<file path="config.mk">
export PLATFORM = sky130hd
export DESIGN_NAME = wne_queue
export DESIGN_NICKNAME = d
export VERILOG_FILES = /design/src/wne_pkg.sv /design/src/wne_queue.sv
export SDC_FILE = /design/constraint.sdc
export NUM_CORES = 1
export LEC_CHECK = 0
export ABC_CLOCK_PERIOD_IN_PS = 3200
export BUFFER_PORTS_ARGS = -buffer_cell sky130_fd_sc_hd__buf_2
export CORE_ASPECT_RATIO = 0.9
export CORE_UTILIZATION = 55
export CTS_CLUSTER_SIZE = 8
export DETAILED_ROUTE_END_ITERATION = 8
export HOLD_SLACK_MARGIN = 0.12
export PLACE_DENSITY = 0.8
export SLEW_MARGIN = 25
export SYNTH_ARGS = -nofsm -noshare
export SYNTH_HDL_FRONTEND = slang
export SYNTH_SLANG_ARGS = --single-unit
</file>
<file path="constraint.sdc">
create_clock -name clock -period 3.2 [get_ports clock]
set_input_delay 0.64 -clock clock [delete_from_list [all_inputs] [get_ports clock]]
set_output_delay 0.64 -clock clock [all_outputs]
set_load 0.1 [all_outputs]
</file>
<file path="src/wne_pkg.sv">
// Shared types and constants for the winding number edge accumulator.
package wne_pkg;

   localparam int COUNT_BITS = 16;
   localparam int OUT_BITS   = 16;
   localparam int COORD_BITS = 32;
   localparam int TOL_BITS   = 8;

   localparam int Q_DEPTH    = 4;
   localparam int Q_PTR_BITS = $clog2(Q_DEPTH);
   localparam int Q_CNT_BITS = $clog2(Q_DEPTH + 1);

   localparam int CSR_INDEX_BITS = 2;
   localparam logic [CSR_INDEX_BITS-1:0] CSR_QUERY_X = 2'd0;
   localparam logic [CSR_INDEX_BITS-1:0] CSR_QUERY_Y = 2'd1;
   localparam logic [CSR_INDEX_BITS-1:0] CSR_NEAR_TOL = 2'd2;

   // One classified segment: what the back end must do to the counts.
   typedef struct packed {
      logic first;
      logic inc_on;
      logic wind;
      logic wind_dn;
      logic inc_vtx;
   } item_type;

endpackage

</file>
<file path="src/wne_queue.sv">
// Small register queue of classified requests between the front and back ends.
module wne_queue (
   input  logic                            clock,
   input  logic                            reset,
   input  logic                            push_en,
   input  wne_pkg::item_type               push_item,
   input  logic                            pop_en,
   output wne_pkg::item_type               pop_item,
   output logic                            not_empty,
   output logic [wne_pkg::Q_CNT_BITS-1:0]  count
);
   import wne_pkg::*;

   item_type               mem_ff [Q_DEPTH];
   logic [Q_PTR_BITS-1:0]  wr_ptr_ff, wr_ptr_in;
   logic [Q_PTR_BITS-1:0]  rd_ptr_ff, rd_ptr_in;
   logic [Q_CNT_BITS-1:0]  count_ff, count_in;
   logic                   do_pop;

   assign do_pop = pop_en && (count_ff != '0);

   always_comb begin
      wr_ptr_in = wr_ptr_ff;
      rd_ptr_in = rd_ptr_ff;
      count_in  = count_ff;
      if (push_en) begin
         wr_ptr_in = (32'(wr_ptr_ff) == Q_DEPTH - 1) ? '0 : wr_ptr_ff + 1'b1;
      end
      if (do_pop) begin
         rd_ptr_in = (32'(rd_ptr_ff) == Q_DEPTH - 1) ? '0 : rd_ptr_ff + 1'b1;
      end
      if (push_en && !do_pop) begin
         count_in = count_ff + 1'b1;
      end else if (!push_en && do_pop) begin
         count_in = count_ff - 1'b1;
      end
   end

   always_ff @(posedge clock) begin
      if (reset) begin
         wr_ptr_ff <= '0;
         rd_ptr_ff <= '0;
         count_ff  <= '0;
      end else begin
         wr_ptr_ff <= wr_ptr_in;
         rd_ptr_ff <= rd_ptr_in;
         count_ff  <= count_in;
      end
      if (push_en) begin
         mem_ff[wr_ptr_ff] <= push_item;
      end
   end

   assign pop_item  = mem_ff[rd_ptr_ff];
   assign not_empty = count_ff != '0;
   assign count     = count_ff;

`ifndef SYNTHESIS
   a_no_overflow: assert property (@(posedge clock) disable iff (reset)
      (32'(count_ff) == Q_DEPTH) |-> !push_en || do_pop)
      else $error("queue push while full");
   a_count_bound: assert property (@(posedge clock) disable iff (reset)
      32'(count_ff) <= Q_DEPTH)
      else $error("queue count out of range");
`endif

endmodule

</file>
==> results of run 1 <==
[per-stage QoR]
stage                     util (%)  std cells  power, mW  setup WS [ns]  hold WS, ns
final                         68.9        119       1.21          0.829        0.503
after floorplan                  -         70      0.942          0.790        0.462
after CTS                     68.9        119       1.23          0.802        0.505
after detailed placement      65.9        111       1.01          0.999        0.492
after global placement        65.9        111      0.998           1.07        0.487
after global routing          68.9        119       1.27          0.761        0.507
[cells in the final DEF, fill, tap and decap left out, types with 2 or more instances in the layout]
cell type | synthesis | final
edfxtp_1 | 20 | 20
buf_2 | 0 | 17
dfxtp_1 | 9 | 9
ha_1 | 6 | 6
nor2_1 | 5 | 5
clkbuf_4 | 0 | 5
inv_1 | 4 | 4
and2_1 | 4 | 4
mux4_1 | 3 | 3
mux2i_1 | 3 | 3
mux4_2 | 2 | 2
xor2_1 | 2 | 2
or3_1 | 2 | 2
a21oi_1 | 2 | 2
clkbuf_1 | 0 | 2
[worst reg2reg max path, stage by stage, from the launching register on]
cell and delay [ns]:
dfxtp_1 0.39, o31ai_4 0.31, ha_1 0.24, inv_1 0.06, fa_1 0.37, xor2_1 0.18
or3_1 0.30, a21oi_1 0.13
[metal layers]
layer / global-route usage (%) / vias up / share of wire, %
li1: - / 308 / -
met1: 18.9 / 294 / 43
met2: 28.7 / 17 / 50
met3: 9.90 / 4 / 4.8
met4: 11.7 / 0 / 1.5
met5: 0 / - / 0
[final timing paths]
kind,startpoint,end,cells after the start
max,flip-flop,pop_item[2],2
min,rd_ptr_ff[0],flip-flop,2
max reg2reg,count[0],count[2],7
min reg2reg,rd_ptr_ff[0],flip-flop,2
[where the power goes]
group          switching [mW]  internal [mW]  total, mW
logic                   0.387          0.121      0.508
registers              0.0497          0.440      0.490
clock network           0.108          0.108      0.216
[logic make-up after synthesis]
| group | Yosys count | synth area share, % |
|---|---|---|
| muxes | 8 | 12.9 |
| buffers and inverters | 5 | 2.20 |
| adders and majority gates | 7 | 7.97 |
| xor gates and xnor gates | 2 | 1.47 |
| and+or+nand+nor | 14 | 6.29 |
| AOI/OAI and AO/OA | 5 | 3.77 |
| DFF | 29 | 65.4 |
[state kept, by name, summed over array words and instances (netlist names), named ones only]
signal and flops:
rd_ptr_ff 2, wr_ptr_ff 2, mem_ff 20, count 3
[final cells by class]
class / instances / area [um^2] / share of cell area [%]
flip-flops and latches: 29 / 781 / 57.5
multi-input cells: 36 / 387 / 28.5
repair buffers: 17 / 85.1 / 6.27
clock buffers: 8 / 58.8 / 4.33
well taps: 25 / 31.3 / 2.30
inverters: 4 / 15.0 / 1.11
==> run summary, run 1 <==
================================================================================
Antenna fix cells                                                              0
Setup_tns                                                                   0 ns
Maximum level of the CTS H-tree                                                2
Hpwl dp                                                                  1260 um
Vias per std cell                                                           5.24
Total gr overflow                                                              0
Worst Tran Pin Value                                                    0.486 ns
Placement Rows                                                                15
Most common cell in the synthesized netlist                             edfxtp_1
Clk pin slew, worst setup/hold paths                                     0.07 ns
Maximum capacitance violations                                                 0
Pin count of the biggest net entering global routing                          10
Kind of start point of the critical path                               flip-flop
Distinct cell type count of the synthesized netlist                           20
Worst R2R Setup Slack                                                    1.16 ns
Number of instances in the synthesized netlist                                70
Number of buffers created by CTS                                               5
Setup repair after global routing missed its margin                           no
Resized cells post-CTS                                                         0
Post-cts hold buffer count                                                     0
Die span in y                                                            46.2 um
Syn_area_per_cell                                                      17.1 um^2
Post-synth EDFFs                                                              20
Period utilization                                                         74.1%
Overall fraction of global-route tracks in use                             18.1%
Proportion of netlist area held by the largest area contributor            50.3%
Cell at the root of the clock tree                                      clkbuf_4
DRC violations left                                                            0
Worst path arrival time                                                  1.73 ns
Final count of negative-setup-slack endpoints                                  0
Critical path peak fanout                                                      5
Worst Path Class, Setup                                             flip-flop to primary output
WL per Instance                                                          14.2 um
Area after detailed placement                                       0.00130 mm^2
Overall via count from detail_route                                          623
I/O pin total                                                                 18
Cell types occupying the most area after synthesis                  edfxtp_1 50%, dfxtp_1 15%, mux4_1 6.6%
Buffers & Inverters on Critical Path                                           1
Net count after synthesis                                                     86
Highest clock rate                                                     0.422 GHz
Worst slew margin relative to its limit                                    67.8%
CTS Sinks                                                                     29
Number of fillers in the final layout                                        152
Floorplan Core Area                                                 0.00197 mm^2
Required time at the worst-slack endpoint                                2.56 ns
Yosys top cell by area                                                  edfxtp_1
Number of global-route vias before repair                                    561
Total number of nets in the final design                                     109
Starting DRT DRC Count                                                         8
Mapped Area                                                         0.00119 mm^2
Lkg Pwr                                                                 0.537 nW
Gp weighted congestion                                                     0.719
Max Root-Sink Buffers                                                          2
Floorplan die area                                                  0.00236 mm^2
Final Critical Period                                                    2.37 ns
Sequential-to-total area share from yosys stat                             65.4%
Hold Fails Final Rpt                                                           0
Initial core utilization                                                   60.6%
Final max-slew violation count                                                 0
Share of flip-flops with an asynchronous set or reset                         0%
Global-route wire length before repair                                   2610 um
Number of antenna violations at the first check in global routing              0
Detailed-routing iteration count for the pre-antenna-repair pass               4
Worst vdd rail ir drop                                                0.000801 V
TritonCTS clock tree                                                        done
Worst min-delay path class                                          flip-flop to flip-flop
Number of port buffers                                                        17
Critical-path cell list                                             mux4_1 -> buf_2
Clock insertion delay at the later pin of the skew report                0.32 ns
Flops & latches, synth                                                        29
Number of nets with antenna violations after routing                           0
Max stage delay on crit path                                             0.60 ns
Die width                                                                51.1 um
Worst-case clock skew                                                 0.00803 ns
Power per cell area                                                  895 mW/mm^2
Standard cell with the maximum stage delay on the critical path           mux4_1
Most instantiated cells after synthesis                             20 x edfxtp_1, 9 x dfxtp_1, 6 x ha_1
Yosys warning total                                                            0
Kind of cell with the highest combined delay on the critical path   multiplexers
Synth Flop Type                                                         edfxtp_1
Setup bufs post-CTS                                                            0
Area delta synth->final                                                    13.7%
Run status                                                          finished, final reports clean
Crit. End Element                                                   primary output
Wirelength, routed                                                       1690 um
Share of post-route cells with drive strength above 1                      29.8%
Area of all placed cells without fillers                            0.00136 mm^2
================================================================================
(Power assumes the default switching activity.)
==> run 2, diff against run 1 <==
- ABC_CLOCK_PERIOD_IN_PS: 3200 -> 2350
- CORE_UTILIZATION: 55 -> 54
- PLACE_DENSITY: 0.8 -> 0.79
- clock period: 3.2 -> 2.35 ns (I/O delays scaled with it)
==> run summary, run 2 (synthesized netlist as in run 1, its figures left out) <==
================================================================================
Maximum capacitance violations                                                 0
Detailed-routing iteration count for the pre-antenna-repair pass               4
Buffers & Inverters on Critical Path                                           1
Required time at the worst-slack endpoint                                1.88 ns
TritonCTS clock tree                                                        done
Critical-path cell list                                             mux4_1 -> buf_2
Run status                                                          finished, final reports clean
Share of post-route cells with drive strength above 1                      31.9%
Setup_tns                                                                   0 ns
Initial core utilization                                                   60.0%
Floorplan Core Area                                                 0.00199 mm^2
Number of global-route vias before repair                                    640
Critical path peak fanout                                                      5
Relative contribution of sequential cells to total power                   41.0%
Flip-flop count of the largest register after layout                          20
CTS Sinks                                                                     29
Worst setup slack after placement                                       0.298 ns
Register with the most flip-flops                                         mem_ff
WL per Instance                                                          15.7 um
Number of nets with antenna violations after routing                           0
Die width                                                                51.6 um
Switching share of power                                                   46.1%
Gp weighted congestion                                                     0.668
Final count of negative-setup-slack endpoints                                  0
Resized cells post-CTS                                                         0
Clock group share of total power                                           16.2%
Max Root-Sink Buffers                                                          2
Total power after layout                                                 1.64 mW
Worst-case clock skew                                                 0.00153 ns
Max stage delay on crit path                                             0.62 ns
Kind of cell with the highest combined delay on the critical path   multiplexers
Total number of nets in the final design                                     109
Floorplan die area                                                  0.00240 mm^2
Worst vdd rail ir drop                                                0.000834 V
Number of port buffers                                                        17
Placement Rows                                                                15
Number of cells after detailed placement                                     111
Post-cts hold buffer count                                                     0
Worst min-delay path class                                          input port to flip-flop
Antenna fix cells                                                              0
Starting DRT DRC Count                                                        17
Post-route worst setup slack                                           0.0975 ns
Most common library cell in the layout ignoring fill and taps           edfxtp_1
Overall fraction of global-route tracks in use                             20.0%
Most frequent cells in the layout                                   20 x edfxtp_1, 17 x buf_2, 6 x ha_1, 6 x dfxtp_1
Final max-slew violation count                                                 0
Lkg Pwr                                                                 0.533 nW
Cell at the root of the clock tree                                      clkbuf_4
Final Critical Period                                                    2.25 ns
Period utilization                                                         95.9%
Maximum level of the CTS H-tree                                                2
Pin count of the biggest net entering global routing                          10
Setup repair after global routing missed its margin                           no
Setup bufs post-CTS                                                            0
Vias per std cell                                                           5.37
Overall via count from detail_route                                          639
Worst Path Class, Setup                                             flip-flop to primary output
Number of antenna violations at the first check in global routing              0
Worst path arrival time                                                  1.78 ns
I/O pin total                                                                 18
Die span in y                                                            46.6 um
Number of buffers created by CTS                                               5
NetSw                                                                   0.756 mW
Worst slew margin relative to its limit                                    67.6%
Hold_ws                                                                 0.369 ns
Combinational cell fraction of total power                                 42.8%
Total gr overflow                                                              0
Area delta synth->final                                                    13.2%
Wirelength, routed                                                       1870 um
Global-route wire length before repair                                   2990 um
DRC violations left                                                            0
Worst Tran Pin Value                                                    0.490 ns
Hpwl dp                                                                  1380 um
Kind of start point of the critical path                               flip-flop
Clock insertion delay at the later pin of the skew report                0.31 ns
Standard cell with the maximum stage delay on the critical path           mux4_1
Clk pin slew, worst setup/hold paths                                     0.08 ns
Number of cells in the finished layout apart from fillers                    119
Power per cell area                                                 1210 mW/mm^2
Hold Fails Final Rpt                                                           0
Internal power                                                          0.885 mW
Crit. End Element                                                   primary output
Highest clock rate                                                     0.444 GHz
================================================================================
run 2: cell types whose count changed in the layout (fill, tap and decap cells not counted):
cell | before | now
dfxtp_2 | 0 | 3
clkbuf_8 | 1 | 0
dfxtp_1 | 9 | 6
clkinv_1 | 0 | 1
run 2: area by class of cell:
| cell class | instances | area (um^2) |
|---|---|---|
| well taps | 25 | 31.3 |
| clock buffers | 7 | 45.0 |
| multi-input cells | 36 | 387 |
| flip-flops and latches | 29 | 785 |
| fillers | 151 | 638 |
| clock inverters | 1 | 3.75 |
| repair buffers | 17 | 85.1 |
| inverters | 4 | 15.0 |
run 2: worst register-to-register path, stage by stage (launching register included):
cell	delay, ns
dfxtp_2	0.37
o31ai_4	0.31
ha_1	0.25
inv_1	0.06
fa_1	0.38
xor2_1	0.18
or3_1	0.31
a21oi_1	0.14
run 2: worst paths after layout:
kind	from	end	slack, ns	cells past startpoint
worst max-delay path	flip-flop	pop_item[0]	0.1	2
worst min-delay path	push_item[2]	mem_ff[1][2]	0.37	1
worst max register to register	count[0]	count[2]	0.30	7
worst min register to register	rd_ptr_ff[0]	flip-flop	0.51	2
run 2: power by group through the flow:
stage / combinational [mW] / sequential (mW) / clock [mW]
5_1_grt: 0.737 / 0.682 / 0.301
6_report: 0.702 / 0.673 / 0.265
3_5_place_dp: 0.703 / 0.686 / 0
2_1_floorplan: 0.504 / 0.784 / 0
4_1_cts: 0.706 / 0.674 / 0.275
3_3_place_gp: 0.684 / 0.682 / 0
run 2: per-stage QoR:
step / util [%] / cell area (um^2)
after floorplan: - / 1200
after global placement: 65.5 / 1300
after detailed placement: 65.5 / 1300
after CTS: 67.9 / 1350
after global routing: 67.9 / 1350
final: 67.9 / 1350
run 2: routing by layer:
metal | wire [um] | GRT usage [%] | vias to the layer above
li1 | - | - | 310
met1 | 787 | 22.8 | 309
met2 | 969 | 31.7 | 16
met3 | 88 | 8.91 | 4
met4 | 23 | 11.4 | 0
met5 | 0 | 0 | -
