### src/wne_pkg.sv
// Shared types and constants for the winding number edge accumulator.
package wne_pkg;

   localparam int COUNT_BITS = 16;
   localparam int OUT_BITS   = 16;
   localparam int COORD_BITS = 32;
   localparam int TOL_BITS   = 8;

   localparam int Q_DEPTH    = 4;
   localparam int Q_PTR_BITS = $clog2(Q_DEPTH);
   localparam int Q_CNT_BITS = $clog2(Q_DEPTH + 1);

   localparam int CSR_INDEX_BITS = 2;
   localparam logic [CSR_INDEX_BITS-1:0] CSR_QUERY_X = 2'd0;
   localparam logic [CSR_INDEX_BITS-1:0] CSR_QUERY_Y = 2'd1;
   localparam logic [CSR_INDEX_BITS-1:0] CSR_NEAR_TOL = 2'd2;

   // One classified segment: what the back end must do to the counts.
   typedef struct packed {
      logic first;
      logic inc_on;
      logic wind;
      logic wind_dn;
      logic inc_vtx;
   } item_type;

endpackage

### src/wne_accum.sv
// Back end: saturating winding, on-edge and vertex-hit counts; they are the result register.
module wne_accum (
   input  logic                                  clock,
   input  logic                                  reset,
   input  logic                                  in_valid,
   input  wne_pkg::item_type                     in_item,
   output logic                                  in_take,
   input  logic                                  rsp_pop,
   output logic                                  rsp_valid,
   output logic signed [wne_pkg::COUNT_BITS-1:0] winding,
   output logic        [wne_pkg::COUNT_BITS-1:0] on_edge,
   output logic        [wne_pkg::COUNT_BITS-1:0] vertex_hit
);
   import wne_pkg::*;

   localparam logic signed [COUNT_BITS-1:0] WIN_MAX = {1'b0, {(COUNT_BITS-1){1'b1}}};
   localparam logic signed [COUNT_BITS-1:0] WIN_MIN = {1'b1, {(COUNT_BITS-1){1'b0}}};
   localparam logic        [COUNT_BITS-1:0] CNT_MAX = '1;

   logic                         valid_ff, valid_in;
   logic signed [COUNT_BITS-1:0] win_ff, win_in, win_base;
   logic        [COUNT_BITS-1:0] on_ff, on_in, on_base;
   logic        [COUNT_BITS-1:0] vtx_ff, vtx_in, vtx_base;

   // Take a new request whenever the result slot is free or being drained.
   assign in_take = in_valid && (!valid_ff || rsp_pop);

   always_comb begin
      win_base = in_item.first ? '0 : win_ff;
      on_base  = in_item.first ? '0 : on_ff;
      vtx_base = in_item.first ? '0 : vtx_ff;
      win_in   = win_base;
      on_in    = on_base;
      vtx_in   = vtx_base;
      if (in_item.inc_on && (on_base != CNT_MAX)) begin
         on_in = on_base + 1'b1;
      end
      if (in_item.inc_vtx && (vtx_base != CNT_MAX)) begin
         vtx_in = vtx_base + 1'b1;
      end
      if (in_item.wind) begin
         if (in_item.wind_dn) begin
            if (win_base != WIN_MIN) begin
               win_in = win_base - 1'b1;
            end
         end else if (win_base != WIN_MAX) begin
            win_in = win_base + 1'b1;
         end
      end
      valid_in = in_take || (valid_ff && !rsp_pop);
   end

   always_ff @(posedge clock) begin
      if (reset) begin
         valid_ff <= 1'b0;
         win_ff   <= '0;
         on_ff    <= '0;
         vtx_ff   <= '0;
      end else begin
         valid_ff <= valid_in;
         if (in_take) begin
            win_ff <= win_in;
            on_ff  <= on_in;
            vtx_ff <= vtx_in;
         end
      end
   end

   assign rsp_valid  = valid_ff;
   assign winding    = win_ff;
   assign on_edge    = on_ff;
   assign vertex_hit = vtx_ff;

`ifndef SYNTHESIS
   a_hold_counts: assert property (@(posedge clock) disable iff (reset)
      !in_take |=> $stable(win_ff) && $stable(on_ff) && $stable(vtx_ff))
      else $error("counts changed without a request");
   a_on_monotonic: assert property (@(posedge clock) disable iff (reset)
      in_take && !in_item.first |=> on_ff >= $past(on_ff))
      else $error("on-edge count decreased within a path");
`endif

endmodule
### config.mk
export PLATFORM = sky130hd
export DESIGN_NAME = wne_accum
export DESIGN_NICKNAME = d
export VERILOG_FILES = /design/src/wne_pkg.sv /design/src/wne_accum.sv
export SDC_FILE = /design/constraint.sdc
export NUM_CORES = 1
export LEC_CHECK = 0
export BUFFER_PORTS_ARGS = -buffer_cell sky130_fd_sc_hd__clkbuf_2
export CORE_UTILIZATION = 56
export DETAILED_ROUTE_END_ITERATION = 10
export PLACE_DENSITY_LB_ADDON = 0.15
export SLEW_MARGIN = 20
export SYNTH_ARGS = -nofsm -noshare
export SYNTH_HDL_FRONTEND = slang
export SYNTH_SLANG_ARGS = --single-unit
### constraint.sdc
create_clock -name clock -period 2.85 [get_ports clock]
set_clock_uncertainty 0.2 [all_clocks]
set_input_delay 0.1425 -clock clock [delete_from_list [all_inputs] [get_ports clock]]
set_output_delay 0.1425 -clock clock [all_outputs]
set_load 0.01 [all_outputs]
==> results.yml, run 1 <==
timing:
  slew_viol_final: 0
  rsz0062_at_grt: "no"
  setup-violations-final: 0
  relSlewSlack_pct: 40.9
  fin_crit_ps: 2580
  fmax_ghz: 0.388
  setup_slack_ps: 274
  tightest_slew_ps: 887
  hold_violations: 0
  fin_crit_sh_pct: 90.4
  tns_ps: 0
power_and_ir_drop:
  switching_share_pct: 30.2
  p_seq_share_pct: 51.3
  peakVddDrop_mv: 0.243
  power_frac_comb_pct: 15.7
  power_density_mw_per_mm2: 384
  clkPwrFrac_pct: 33.0
  leakage_nw: 1.46
  power_switching_mw: 0.427
  power.internal_mw: 0.989
drt:
  num_vias: 3247
  viasPerCell: 6.01
  drc: 0
  drtPass1Iterations: 7
  wl_per_cell_um: 15.2
  ant_nets: 0
  drt_iter0_drc: 192
  drt-total-wl_um: 8200
critical_path:
  critPathTopFamily: "simple AND/OR/NAND/NOR gates"
  start_kind: "flip-flop"
  slowest_delay_ps: 400
  crit_buf_inv: 1
  endpoint_kind: "flip-flop"
  cp_cell_sequence: "nor2b_1 -> inv_1 -> ha_1 -> nor4bb_1 -> and4_1 -> or3b_1 -> a221oi_2 -> xor2_1 -> nor2_1"
  critPathKind: "reg -> reg"
  reg2reg_from: "winding[0]"
  cp-startpoint: "winding[0]"
  crit_fanout: 5
  crit_slowest_cell: "dfxtp_1"
  arrival_ps: 2550
  required_ps: 2830
min_path:
  hp-class: "in -> reg"
  hp-start: "in_item[2]"
clocking:
  cts_setup_buffers: 0
  htree_levels: 2
  cts_inserted_buffers: 5
  root_buffer: "clkbuf_8"
  clock-sinks: 49
  ctsResizeCount: 0
  clk_latency_ps: 320
  cts_max_path_buffers: 2
  cts_tree: "built"
  clk_pin_slew_ps: 100
job:
  cap_violations: 0
finish:
  fillers: 490
  nNetsFinal: 481
  regArea_um2: 981
  final_cells: 540
  diodes: 0
  multi_input_area_mm2: 0.00207
  drive_gt1_share_pct: 22.0
  areaGrowthSynthToFinish_pct: 15.4
placement:
  routabilityCongestion: 0.951
  placed_cells: 531
  dp_slack_ps: 263
  hpwlAfterDp_um: 5700
  port_buffers: 58
synthesis:
  synth.top_cells.by_area: "dfxtp_1 (31%), nand2_1 (7.6%), nor2_1 (6.1%)"
  syn_avg_cell_area_um2: 7.79
  yosys_register_bits: 49
  synth_edf_count: 0
  async_flop_share_pct: 0
  ys_seq_area_share_pct: 30.7
  netlist_instances: 410
  synth_nets: 424
  yosysTopAreaCell: "dfxtp_1"
  syn-cell-area_mm2: 0.00319
  yosys_warnings: 0
  yosys.area.top_type_share_pct: 30.7
  ys.flop_type: "dfxtp_1"
  yosysUniqueCellTypes: 68
status:
  status: "finished, final reports clean"
floorplanning:
  fp.dieW_um: 77.5
  core-area_mm2: 0.00551
  die_h_um: 77.5
  io_pins: 59
  rows: 27
  die_area_mm2: 0.00601
  initial_core_util_pct: 58.0
global_routing:
  grt_pass1_wl_um: 14000
  antenna_found_initial: 0
  grt_max_degree: 44
  grt_use_total_pct: 28.5
  grt_pass1_vias: 2932
  gr-total-overflow: 0
## stage by stage
stage                     power, mW  utilization (%)  cell area [µm²]  hold WS (ps)
after floorplan               0.886                -             3190          72.0
after global placement        0.956             65.0             3580           282
after detailed placement      0.958             65.0             3580           292
after CTS                      1.42             66.9             3690          54.2
after global routing           1.47             66.9             3690           106
final                          1.42             66.9             3690          61.9
## layout make-up
class                   count  share of cell area, %
clock buffers               6                   2.24
clock inverters             2                  0.441
inverters                  12                   1.22
multi-input cells         326                   56.0
flip-flops and latches     49                   26.6
well taps                  72                   2.44
repair buffers             73                   11.0
## tightest hold or removal path, cell delays in order
cell and delay [ps]:
clkbuf_2 100, o21ai_0 80, a21oi_1 140, o21bai_1 70
## power groups by stage
stage,Sequential (mW),Clock [mW],Combinational (mW)
6_report,0.727,0.468,0.222
5_1_grt,0.730,0.494,0.244
3_3_place_gp,0.741,0,0.215
2_1_floorplan,0.737,0,0.150
3_5_place_dp,0.742,0,0.217
4_1_cts,0.726,0.473,0.220
## placed cells by master, fill, tap and decap left out, types with 3 or more instances in the layout
cell      Yosys  routed
and3_1        5       5
nand4_1      10      10
nand4b_1      3       3
xnor2_1      13      13
xor2_1       17      17
o21ai_0       9       9
ha_1          5       5
or4_1         5       5
buf_4         0      14
nor4_2        3       3
a31oi_1       3       3
nor4_1        8       8
nor2b_1      10      10
and4b_1       5       5
nand2b_1      3       3
clkbuf_2      2      58
mux2_2        4       4
nor2_1       52      52
a21oi_1      23      23
nand2_1      65      65
nand3_1      17      17
dfxtp_1      49      49
clkbuf_8      0       6
inv_1        12      12
nor3_1       10      10
## registers in the layout, indices dropped and copies added, names as in the netlist
signal      flops
winding        16
vertex_hit     16
on_edge        16
rsp_valid       1
## layer usage
layer	track usage, %	share of wire [%]	up-vias
met1	39.5	45	1522
met3	4.47	6.0	22
met5	0	0	-
met2	45.0	47	129
li1	-	-	1574
met4	9.62	2.1	0
## cell families (layout without fill, tap and decap cells)
kind of cell	count (synthesis)	count (layout)	share of synthesized area, %
buffers and inverters	35	93	4.58
adder cells (fa/ha/maj)	5	5	1.96
AO/OA/AOI/OAI	69	69	16.2
AND/OR/NAND/NOR	217	217	36.6
flip-flops	49	49	30.7
multiplexers	5	5	1.72
XOR/XNOR	30	30	8.23
## timing repair
item | CTS | global route
endpoints found under the setup margin | 0 | 0
hold buffers | 1 | 0
endpoints found under the hold margin | 1 | 0
## final timing paths
kind            endpoint  slack [ps]  cells after the start
max          winding[14]         270                      9
min           winding[1]          60                      4
max reg2reg  winding[14]         270                      9
min reg2reg   on_edge[1]         310                      2
## cell usage after synthesis, types with 8 or more instances
cell type	count
xnor2_1	13
nor4_1	8
nor2b_1	10
nand2_1	65
nor2_1	52
nor3_1	10
o21ai_0	9
inv_1	12
clkbuf_1	16
nand3_1	17
dfxtp_1	49
xor2_1	17
nand4_1	10
a21oi_1	23
No activity file was read; power rests on OpenSTA's default activity.
==> inputs of run 2 (changes only) <==
--- a/config.mk
+++ b/config.mk
@@ -5,8 +5,11 @@
 export SDC_FILE = /design/constraint.sdc
 export NUM_CORES = 1
 export LEC_CHECK = 0
+export ABC_AREA = 1
 export BUFFER_PORTS_ARGS = -buffer_cell sky130_fd_sc_hd__clkbuf_2
-export CORE_UTILIZATION = 56
+export CORE_UTILIZATION = 58
+export CTS_BUF_LIST = sky130_fd_sc_hd__clkbuf_16
+export CTS_CLUSTER_DIAMETER = 30
 export DETAILED_ROUTE_END_ITERATION = 10
 export PLACE_DENSITY_LB_ADDON = 0.15
 export SLEW_MARGIN = 20
==> run 2 against run 1 <==
Compared with the run above:
- critical endpoint is now winding[13]
- critical path depth rose by 3
- cell area rose by 16%
- first-iteration DRC count rose by 54%
- utilization rose by 3.3 points
- register-to-register slack improved by 280 ps
- synthesized cell count rose by 55%
- largest cell class unchanged
==> results.yml, run 2 <==
synthesis:
  synth.top_cells.by_area: "dfxtp_1 (26%), nand2_1 (20%), inv_1 (8.1%)"
  synth_edf_count: 0
  netlist_instances: 634
  netlist_top_cells_count: "nand2_1 (199), inv_1 (81), nor2_1 (76), dfxtp_1 (49), nand3_1 (49)"
  syn-cell-area_mm2: 0.00376
  yosys.area.top_type_share_pct: 26.1
  yosysTopAreaCell: "dfxtp_1"
  yosysMostFrequentCell: "nand2_1"
  ys.flop_type: "dfxtp_1"
  yosys_register_bits: 49
  syn_avg_cell_area_um2: 5.93
  yosysUniqueCellTypes: 36
  synth_nets: 648
  yosys_warnings: 0
  ys_seq_area_share_pct: 26.1
  async_flop_share_pct: 0
critical_path:
  crit_buf_inv: 3
  required_ps: 2840
  arrival_ps: 2290
  crit_fanout: 24
  critPathTopFamily: "simple AND/OR/NAND/NOR gates"
  endpoint_kind: "flip-flop"
  r2r_slack_ps: 550
  crit_slowest_cell: "inv_2"
  critPathKind: "in -> reg"
  start_kind: "input port"
  cp_cell_sequence: "clkbuf_2 -> inv_2 -> nand2_4 -> inv_1 -> ha_1 -> nand4_2 -> nor2_4 -> nand4_4 -> nand2_1 -> nand2_2 -> a31oi_1 -> nor2_1"
  slowest_delay_ps: 440
floorplanning:
  core-area_mm2: 0.00610
  initial_core_util_pct: 61.7
  rows: 28
  die_h_um: 82.5
  die_area_mm2: 0.00681
  fp.dieW_um: 82.5
  io_pins: 59
finish:
  areaGrowthSynthToFinish_pct: 13.9
  nNetsFinal: 702
  final_cells: 764
  drive_gt1_share_pct: 17.4
  final_common_cell: "nand2_1"
  fillers: 569
  layout_common_cells: "nand2_1 (199), inv_1 (81), nor2_1 (76)"
  regArea_um2: 981
  multi_input_area_mm2: 0.00232
  diodes: 0
timing:
  relSlewSlack_pct: 51.2
  hold_violations: 0
  slew_viol_final: 0
  fin_crit_sh_pct: 80.7
  fmax_ghz: 0.435
  rsz0062_at_grt: "no"
  fin_crit_ps: 2300
  tightest_slew_ps: 731
  tns_ps: 0
  setup-violations-final: 0
power_and_ir_drop:
  peakVddDrop_mv: 0.318
  leakage_nw: 2.13
  power_density_mw_per_mm2: 409
  power.total_mw: 1.75
clocking:
  root_buffer: "clkbuf_16"
  cts_inserted_buffers: 5
  clk_pin_slew_ps: 70
  clk_latency_ps: 290
  cts_setup_buffers: 0
  ctsResizeCount: 0
  cts_tree: "built"
  clock-sinks: 49
  htree_levels: 2
  cts_max_path_buffers: 2
drt:
  num_vias: 4182
  drt_iter0_drc: 296
  ant_nets: 0
  wl_per_cell_um: 12.9
  viasPerCell: 5.47
  drc: 0
  drt-total-wl_um: 9840
  drtPass1Iterations: 5
placement:
  placed_cells: 753
  port_buffers: 58
  hpwlAfterDp_um: 7140
  routabilityCongestion: 0.968
global_routing:
  gr-total-overflow: 0
  grt_use_total_pct: 29.8
  grt_max_degree: 38
  antenna_found_initial: 0
  grt_pass1_vias: 3691
  grt_pass1_wl_um: 15800
min_path:
  hp-class: "in -> reg"
status:
  status: "finished, final reports clean"
job:
  cap_violations: 0
-- run 2: cell types whose count changed in the layout (fill, tap and decap cells not counted), sizes merged, moves of 7 or more --
cell | before | now
xnor2 | 13 | 5
nor2b | 10 | 0
inv | 13 | 87
nor3 | 11 | 3
buf | 14 | 6
or4 | 7 | 0
nand3 | 17 | 55
nor2 | 52 | 94
nor4 | 12 | 0
a21oi | 23 | 37
nand2 | 65 | 210
o21ai | 9 | 30
nand4 | 11 | 21
xor2 | 17 | 7
-- run 2: path summary, 6_finish.rpt --
check	end	start	cells after the start
setup / recovery	winding[13]	in_item[4]	12
hold / removal	on_edge[4]	in_item[3]	5
setup reg to reg	winding[12]	winding[0]	14
hold reg to reg	vertex_hit[6]	vertex_hit[6]	2
-- run 2: cell type report --
type                            instances  area share [%]
Multi-Input combinational cell        477            54.1
Sequential cell                        49            22.9
Timing Repair Buffer                   67            8.54
Inverter                               88            7.78
Clock buffer                            5            2.92
Tap cell                               75            2.19
Clock inverter                          3            1.52
-- run 2: through the flow --
step	utilization (%)	hold WS, ps	worst slack (ps)	area, µm²
2_1_floorplan	-	11.6	859	3760
3_3_place_gp	66.6	178	398	4060
6_report	70.2	99.4	551	4280
3_5_place_dp	66.6	193	319	4060
5_1_grt	70.2	128	331	4280
4_1_cts	70.2	95.1	571	4280
-- run 2: worst reg2reg max path, cell delays in order (launching register included) --
cell	delay [ps]
dfxtp_1	410
inv_1	60
nor2_1	210
inv_1	100
ha_1	200
nand2_1	70
nor2_1	40
nand2_1	80
nor2_1	70
nand2_2	140
nand2_2	120
o21ai_0	280
nand4_1	120
nand2_1	80
nor2_1	30
-- run 2: timing repair --
| action | CTS | global route |
|---|---|---|
| hold endpoints to repair | 2 | 0 |
| hold buffers | 3 | 0 |
| endpoints found under the setup margin | 0 | 0 |
-- run 2: kinds of logic (layout without fill, tap and decap cells) --
group	Yosys count	after routing	share of synthesized area (%)
AND/OR/NAND/NOR	387	387	46.8
buffers and inverters	108	163	12.3
AO/OA/AOI/OAI	73	73	10.4
flip-flops	49	49	26.1
XOR/XNOR	12	12	2.80
adder cells (fa/ha/maj)	5	5	1.66
-- run 2: metal layers --
metal	vias up	wire length, µm	track usage, %
met4	0	125	9.66
met3	17	517	3.74
li1	2114	-	-
met2	144	4820	53.9
met1	1907	4370	36.4
met5	-	0	0
-- run 2: power breakdown --
part           total (mW)  switching, mW  internal [mW]  leakage (nW)
clock network       0.783          0.281          0.502        0.0938
logic               0.245          0.168         0.0777          1.63
registers           0.722         0.0223          0.700         0.397
